==> config.mk <==
export PLATFORM = sky130hd
export DESIGN_NAME = dbt_front
export DESIGN_NICKNAME = d
export VERILOG_FILES = /design/src/hw/rtl/dbt_pkg.sv /design/src/hw/rtl/dbt_front.sv
export SDC_FILE = /design/constraint.sdc
export NUM_CORES = 1
export LEC_CHECK = 0
export BUFFER_PORTS_ARGS = -buffer_cell sky130_fd_sc_hd__buf_2
export CAP_MARGIN = 20
export CORE_ASPECT_RATIO = 1.1
export CORE_MARGIN = 4
export CORE_UTILIZATION = 36
export CTS_CLUSTER_DIAMETER = 40
export DETAILED_ROUTE_END_ITERATION = 12
export PLACE_DENSITY = 0.66
export REMOVE_ABC_BUFFERS = 1
export SYNTH_ARGS = -nofsm -noshare
export SYNTH_HDL_FRONTEND = slang
export SYNTH_SLANG_ARGS = --single-unit
==> constraint.sdc <==
create_clock -name i_clk -period 7 [get_ports i_clk]
set_input_delay 1.75 -clock i_clk [delete_from_list [all_inputs] [get_ports i_clk]]
set_output_delay 1.75 -clock i_clk [all_outputs]
set_load 0.1 [all_outputs]
==> src/hw/rtl/dbt_pkg.sv <==
`timescale 1ns / 1ps

package dbt_pkg;

    localparam int DEPTH  = 64;
    localparam int CNT_W  = $clog2(DEPTH + 1);
    localparam int ADDR_W = $clog2(DEPTH);

    localparam logic [1:0] REQ_ADD  = 2'd0;
    localparam logic [1:0] REQ_UPD  = 2'd1;
    localparam logic [1:0] REQ_SCAN = 2'd2;

    localparam logic [1:0] ST_OK      = 2'd0;
    localparam logic [1:0] ST_FULL    = 2'd1;
    localparam logic [1:0] ST_NOMATCH = 2'd2;

    typedef struct packed {
        logic [1:0]         req_type;
        logic [31:0]        inode_num;
        logic [31:0]        block_num;
        logic signed [31:0] block_index;
    } t_req;

    typedef struct packed {
        logic [1:0]         status;
        logic               entry_valid;
        logic [31:0]        entry_inode;
        logic [31:0]        entry_block;
        logic signed [31:0] entry_index;
        logic               last;
        logic [6:0]         entry_count;
    } t_res;

    typedef enum logic [1:0] {
        OP_ADD  = 2'd0,
        OP_UPD  = 2'd1,
        OP_SCAN = 2'd2,
        OP_NOP  = 2'd3
    } t_op;

    typedef struct packed {
        logic [31:0] inode;
        logic [31:0] block;
        logic [31:0] index;
    } t_rec;

    typedef struct packed {
        t_op  op;
        t_rec rec;
    } t_cmd;

endpackage

==> src/hw/rtl/dbt_front.sv <==
`timescale 1ns / 1ps

module dbt_front import dbt_pkg::*; (
    input  logic i_clk,
    input  logic i_rst_n,
    input  logic start,
    input  t_req i_req,
    output logic busy,
    output logic o_q_valid,
    output t_cmd o_q_cmd,
    input  logic i_q_pop
);

    t_cmd       r_q [2];
    logic       r_wp, r_rp;
    logic [1:0] r_fill;
    t_cmd       n_cmd;
    logic       push;

    always_comb begin
        n_cmd.rec.inode = i_req.inode_num;
        n_cmd.rec.block = i_req.block_num;
        n_cmd.rec.index = i_req.block_index;
        unique case (i_req.req_type)
            REQ_ADD:  n_cmd.op = OP_ADD;
            REQ_UPD:  n_cmd.op = OP_UPD;
            REQ_SCAN: n_cmd.op = OP_SCAN;
            default:  n_cmd.op = OP_NOP;
        endcase
    end

    assign busy      = (r_fill == 2'd2);
    assign push      = start && !busy;
    assign o_q_valid = (r_fill != 2'd0);
    assign o_q_cmd   = r_q[r_rp];

    always_ff @(posedge i_clk) begin
        if (push) begin
            r_q[r_wp] <= n_cmd;
        end
    end

    always_ff @(posedge i_clk) begin
        if (!i_rst_n) begin
            r_wp   <= 1'b0;
            r_rp   <= 1'b0;
            r_fill <= 2'd0;
        end else begin
            if (push) begin
                r_wp <= ~r_wp;
            end
            if (i_q_pop) begin
                r_rp <= ~r_rp;
            end
            r_fill <= r_fill + 2'(push) - 2'(i_q_pop);
        end
    end

endmodule

==> impl_metrics.csv, run 1 <==
group,metric,value,unit
run_status,status,"completed",
sta,worst_pin_slew,764,ps
floorplan,ioPinCount,202,
layout,areaGrowthSynthToFinish,29.8,%
setup_path,required,5250,ps
setup_path,end_kind,"output port",
min_path,hold_path_class,"reg2reg",
yosys,synthesis.area,0.00738,mm²
layout,fin_cells,825,
power,leakage,3.65,nW
yosys,yosysWarnings,0,
setup_path,critical_path.max_stage_delay,770,ps
sta,rsz0062_at_grt,"false",
yosys,yosysSeqAreaShare,81.1,%
placement,dp_hpwl,9.32,mm
floorplan,design.die.area,0.0229,mm²
setup_path,critPathBufInv,2,
setup_path,reg2reg_slack,4750,ps
clock_network,cts.path.max_buffers,3,
min_path,holdPathEnd,"r_fill[1]",
clock_network,postCtsSetupBuffers,0,
detailed_routing,vias,3772,
sta,fin_crit_sh,64.8,%
grt,grt_usage,11.5,%
setup_path,worstPathArrival,2790,ps
placement,place.gp.congestion,0.756,
layout,antenna_cells,0,
power,switchingPower,1.36,mW
clock_network,clock-sinks,201,
floorplan,initial_utilization,36.9,%
layout,multiInputGateArea,0.00131,mm²
layout,final_cell_mix,"201 x buf_2, 196 x edfxtp_1, 78 x mux2_2, 27 x clkbuf_16, 20 x mux2_4",
layout,nets,657,
power,p_clk_share,35.1,%
setup_path,reg2reg_depth,3,
setup_path,crit_family,"buffers and inverters",
clock_network,cts_hold_buf,0,
yosys,synth_area_per_cell,22.2,µm²
power,pwr_density_cell,404,mW/mm²
job,maxCapViolations,0,
grt,antenna_found_initial,3,
clock_network,cts.htree.levels,1,
layout,fill_cells,1690,
setup_path,critPathLaunchType,"flop",
sta,finalSetupTns,0,ps
detailed_routing,drt_pass1_iterations,4,
sta,fin_worst_skew,18.3,ps
grt,grt_max_degree,57,
layout,final_common_cell,"buf_2",
yosys,synth.distinct_cells,19,
power,internal_power,2.51,mW
clock_network,clkLatencyLatePin,510,ps
min_path,hp-start,"r_fill[1]",
sta,final-setup-viol-count,0,
floorplan,core,0.0200,mm²
clock_network,path_clk_slew,60,ps
floorplan,die_w,145,µm
sta,clock.fmax,0.220,GHz
power,switching_share,35.1,%
floorplan,rows,54,
clock_network,cts_root_buf,"clkbuf_16",
detailed_routing,drt_iter0_drc,172,
detailed_routing,avgRoutedWirePerCell,17.0,µm
floorplan,chipHeight,158,µm
clock_network,ctsResizeCount,0,
detailed_routing,vias_per_cell,4.57,
power,p_seq_share,39.0,%
grt,overflow,0,
power,combPwrFrac,25.9,%
clock_network,numCtsBuffers,26,
min_path,hold_depth,2,
grt,grt_pass1_wl,20.9,mm
power,ir_drop,272,µV
setup_path,cpMaxStageDelayCell,"dfxtp_4",
yosys,syn_inst,333,
setup_path,cp_max_fo,53,
sta,slew-limit-headroom,49.1,%
setup_path,path_cells,"buf_4 > mux2_2 > buf_2",
setup_path,regToRegStartpoint,"r_fill[0]",
detailed_routing,final_antenna_net_count,0,
grt,grt_pass1_vias,4070,
placement,port_buffers,201,
sta,period_needed,4540,ps
setup_path,crit_type,"reg2out",
detailed_routing,drc_errors,0,
detailed_routing,finalWirelength,14.0,mm
sta,maxSlewViolCount,0,
sta,hold_violations,0,
clock_network,cts_tree,"built",
placement,placedCellCount,777,
layout,regArea,0.00599,mm²
setup_path,r2r-end,"r_q[1][11]",
yosys,synth-seq-cells,201,
layout,drive_gt1_share,60.9,%
[cells in the mapped netlist]
library cell  instances  area (µm²)
xor2_1                1        8.76
nor2_1                4        15.0
mux2i_1               1        10.0
mux2_2               78         878
inv_1                 3        11.3
buf_6                 4        45.0
or2_2                 1        6.26
clkbuf_1              2        7.51
and3_1                1        6.26
buf_2                 7        35.0
mux2_4               20         300
xnor2_1               1        8.76
edfxtp_1            196        5890
and2_1                2        12.5
nand2b_1              2        12.5
dfxtp_1               5         100
nor3_1                1        5.00
ha_1                  2        25.0
nand2_1               2        7.51
[how the worst max path moves through the flow]
| stage | end | slack [ps] | cells after the start |
|---|---|---|---|
| floorplan | r_q[0][0] | 520 | 2 |
| global placement | o_q_cmd[63] | 2960 | 3 |
| detailed placement | o_q_cmd[63] | 2920 | 3 |
| CTS | o_q_cmd[63] | 2370 | 3 |
| global route | o_q_cmd[68] | 2290 | 3 |
| finish | o_q_cmd[63] | 2460 | 3 |
[cell families (layout without fill, tap and decap cells)]
logic type | count (synthesis) | count (layout) | synth area share (%)
AND/OR/NAND/NOR | 13 | 13 | 0.881
flip-flops | 201 | 201 | 81.1
buffers and inverters | 16 | 256 | 1.34
multiplexers | 99 | 99 | 16.1
adder cells (fa/ha/maj) | 2 | 2 | 0.339
XOR/XNOR | 2 | 2 | 0.237
[power by group through the flow]
stage	sequential [mW]	combinational [mW]	clock, mW
after floorplan	1.54	0.851	0
after global placement	1.53	1.01	0
after detailed placement	1.54	1.01	0
after CTS	1.51	1.02	1.39
after global routing	1.52	1.04	1.46
final	1.51	1.00	1.36
[metal layers]
layer	wire, µm	part of all wire (%)	global-route usage [%]
met4	246	1.8	3.20
met3	1300	9.3	4.38
met1	5140	37	12.9
met5	34	0.24	0
met2	7320	52	20.5
[tightest hold or removal path, delay by kind of cell (launching register included)]
kind | cells | cell delay (ps)
flops | 1 | 330
simple gates | 2 | 150
[layout make-up]
type	instances	share of cell area, %
flip-flops and latches	201	62.5
multi-input cells	116	13.7
repair buffers	205	10.8
clock buffers	30	7.17
well taps	252	3.29
clock inverters	18	2.43
inverters	3	0.118
[registers in the layout (all words and copies together) (netlist names), named ones only]
signal / count
r_q: 196
r_fill: 2
r_rp: 1
r_wp: 1
[stage by stage]
| stage | utilization, % | total power, mW | area [µm²] | hold WS [ps] | setup slack, ps |
|---|---|---|---|---|---|
| 5_1_grt | 47.9 | 4.02 | 9580 | 551 | 2290 |
| 6_report | 47.9 | 3.87 | 9580 | 524 | 2460 |
| 3_5_place_dp | 43.3 | 2.55 | 8660 | 514 | 2920 |
| 3_3_place_gp | 43.3 | 2.53 | 8660 | 501 | 2960 |
| 2_1_floorplan | - | 2.40 | 7290 | 455 | 521 |
| 4_1_cts | 47.9 | 3.92 | 9580 | 524 | 2370 |
(Power assumes the default switching activity.)
==> run 2: changes to the inputs <==
--- a/config.mk
+++ b/config.mk
@@ -12,7 +12,7 @@
 export CORE_UTILIZATION = 36
 export CTS_CLUSTER_DIAMETER = 40
 export DETAILED_ROUTE_END_ITERATION = 12
-export PLACE_DENSITY = 0.66
+export PLACE_DENSITY = 0.69
 export REMOVE_ABC_BUFFERS = 1
 export SYNTH_ARGS = -nofsm -noshare
 export SYNTH_HDL_FRONTEND = slang
==> constraint.sdc (replaced) <==
create_clock -name i_clk -period 3.85 [get_ports i_clk]
set_input_delay 0.9625 -clock i_clk [delete_from_list [all_inputs] [get_ports i_clk]]
set_output_delay 0.9625 -clock i_clk [all_outputs]
set_load 0.1 [all_outputs]
==> run 2 against run 1 <==
Sequential cell count did not move. Critical endpoint is now o_q_cmd[48]. Clock skew is 5.6 ps lower. Register-to-register slack got worse by 2800 ps. First-iteration DRC count fell by 27%. Global-route usage grew 0.36 points. Sequential power grew 81%. Total power increased by 80%. Setup slack lost 1800 ps. Wire length is 0.80% higher. Worst hold slack gained 4.0 ps. Cell count up 0.36%.
==> impl_metrics.csv, run 2 (same netlist as run 1, synthesis figures left out) <==
group,metric,value,unit
run_status,status,"completed",
clock_network,ctsResizeCount,0,
layout,nets,659,
power,switchingPower,2.48,mW
layout,areaGrowthSynthToFinish,29.8,%
setup_path,end_kind,"output port",
power,p_seq_share,39.3,%
floorplan,initial_utilization,36.9,%
power,ir_drop,684,µV
placement,dpl_cell_area,0.00869,mm²
detailed_routing,drt_iter0_drc,126,
power,pwr_density_cell,726,mW/mm²
layout,final_common_cell,"buf_2",
grt,grt_pass1_vias,4207,
clock_network,clock-sinks,201,
sta,finalSetupTns,0,ps
power,switching_share,35.7,%
detailed_routing,avgRoutedWirePerCell,17.1,µm
floorplan,ioPinCount,202,
sta,fin_worst_skew,12.7,ps
power,p_clk_share,34.2,%
setup_path,crit_type,"reg2out",
detailed_routing,finalWirelength,14.2,mm
detailed_routing,vias,3784,
min_path,hold_path_class,"reg2reg",
sta,rsz0062_at_grt,"false",
detailed_routing,final_antenna_net_count,0,
power,internal_power,4.47,mW
clock_network,cts_root_buf,"clkbuf_16",
grt,grt_max_degree,58,
layout,reg_top3,"r_q (196), r_fill (2)",
grt,grt_pass1_wl,21.4,mm
sta,maxSlewViolCount,0,
layout,postLayoutCoreUtil,47.9,%
clock_network,postCtsSetupBuffers,0,
placement,dp_hpwl,9.40,mm
layout,drive_gt1_share,61.1,%
job,maxCapViolations,0,
clock_network,numCtsBuffers,27,
clock_network,cts.path.max_buffers,3,
power,leakage,3.65,nW
clock_network,cts_hold_buf,0,
clock_network,clkLatencyLatePin,510,ps
power,combPwrFrac,26.6,%
sta,fin_crit_sh,81.8,%
power,total_power,6.95,mW
setup_path,critPathLaunchType,"flop",
setup_path,cp_max_fo,38,
floorplan,chipHeight,158,µm
floorplan,design.die.area,0.0229,mm²
floorplan,die_w,145,µm
detailed_routing,vias_per_cell,4.57,
layout,largest_reg_flops,196,
setup_path,required,2890,ps
layout,final_cell_mix,"201 x buf_2, 196 x edfxtp_1, 78 x mux2_2, 27 x clkbuf_16, 20 x mux2_4",
detailed_routing,drt_pass1_iterations,4,
sta,worst_pin_slew,792,ps
sta,period_needed,3150,ps
grt,antenna_found_initial,0,
layout,antenna_cells,0,
grt,overflow,0,
grt,grt_usage,11.9,%
clock_network,path_clk_slew,50,ps
clock_network,cts_tree,"built",
layout,design_area,0.00958,mm²
floorplan,core,0.0200,mm²
sta,slew-limit-headroom,47.2,%
sta,final-setup-viol-count,0,
placement,port_buffers,201,
clock_network,cts.htree.levels,1,
placement,place.gp.congestion,0.749,
floorplan,rows,54,
sta,hold_violations,0,
detailed_routing,drc_errors,0,
sta,clock.fmax,0.318,GHz
layout,regMostFlops,"r_q",
setup_path,worstPathArrival,2190,ps
run 2: cell types whose count changed in the layout (fill, tap and decap cells not counted):
cell       change
clkinv_1       -1
buf_12         +2
inv_8          +1
clkbuf_8       +1
bufinv_16      -2
buf_4          -1
clkinv_8       -2
clkinv_4       +2
inv_6          +2
clkbuf_1       +1
run 2: power groups by stage:
stage	Combinational, mW	Sequential, mW	Clock, mW
after floorplan	1.55	2.81	0
after global placement	1.84	2.76	0
after detailed placement	1.86	2.78	0
after CTS	1.87	2.73	2.45
after global routing	1.92	2.75	2.56
final	1.85	2.73	2.38
run 2: routing by layer:
metal | track usage (%) | routed length (µm) | vias up
li1 | - | - | 1769
met1 | 13.2 | 5250 | 1852
met2 | 21.8 | 7500 | 136
met3 | 3.38 | 1090 | 27
met4 | 3.73 | 310 | 0
met5 | 0 | 0 | -
run 2: layout make-up:
cell class                      instances  area, µm²
Clock buffer                           32        704
Timing Repair Buffer                  206       1070
Inverter                                3       11.3
Tap cell                              252        315
Fill cell                            1686      10400
Sequential cell                       201       5990
Clock inverter                         18        183
Multi-Input combinational cell        116       1310
run 2: critical path, cell delays in order (launching register included):
cell and delay [ps]:
dfxtp_4 450, buf_4 490, mux2_2 400, buf_2 290
run 2: final timing paths:
check                 start          end  slack, ps  cells past startpoint
hold reg to reg        r_wp         r_wp        530                      2
setup / recovery       flop  o_q_cmd[48]        700                      3
setup reg to reg  r_fill[0]   r_q[1][17]       1910                      3
hold / removal         r_wp         r_wp        530                      2
run 2: per-stage QoR:
step / worst slack, ps / hold slack (ps) / instances
after floorplan: -1840 / 455 / 320
after global placement: 1250 / 504 / 778
after detailed placement: 1220 / 528 / 778
after CTS: 661 / 533 / 828
after global routing: 591 / 552 / 828
final: 702 / 528 / 828
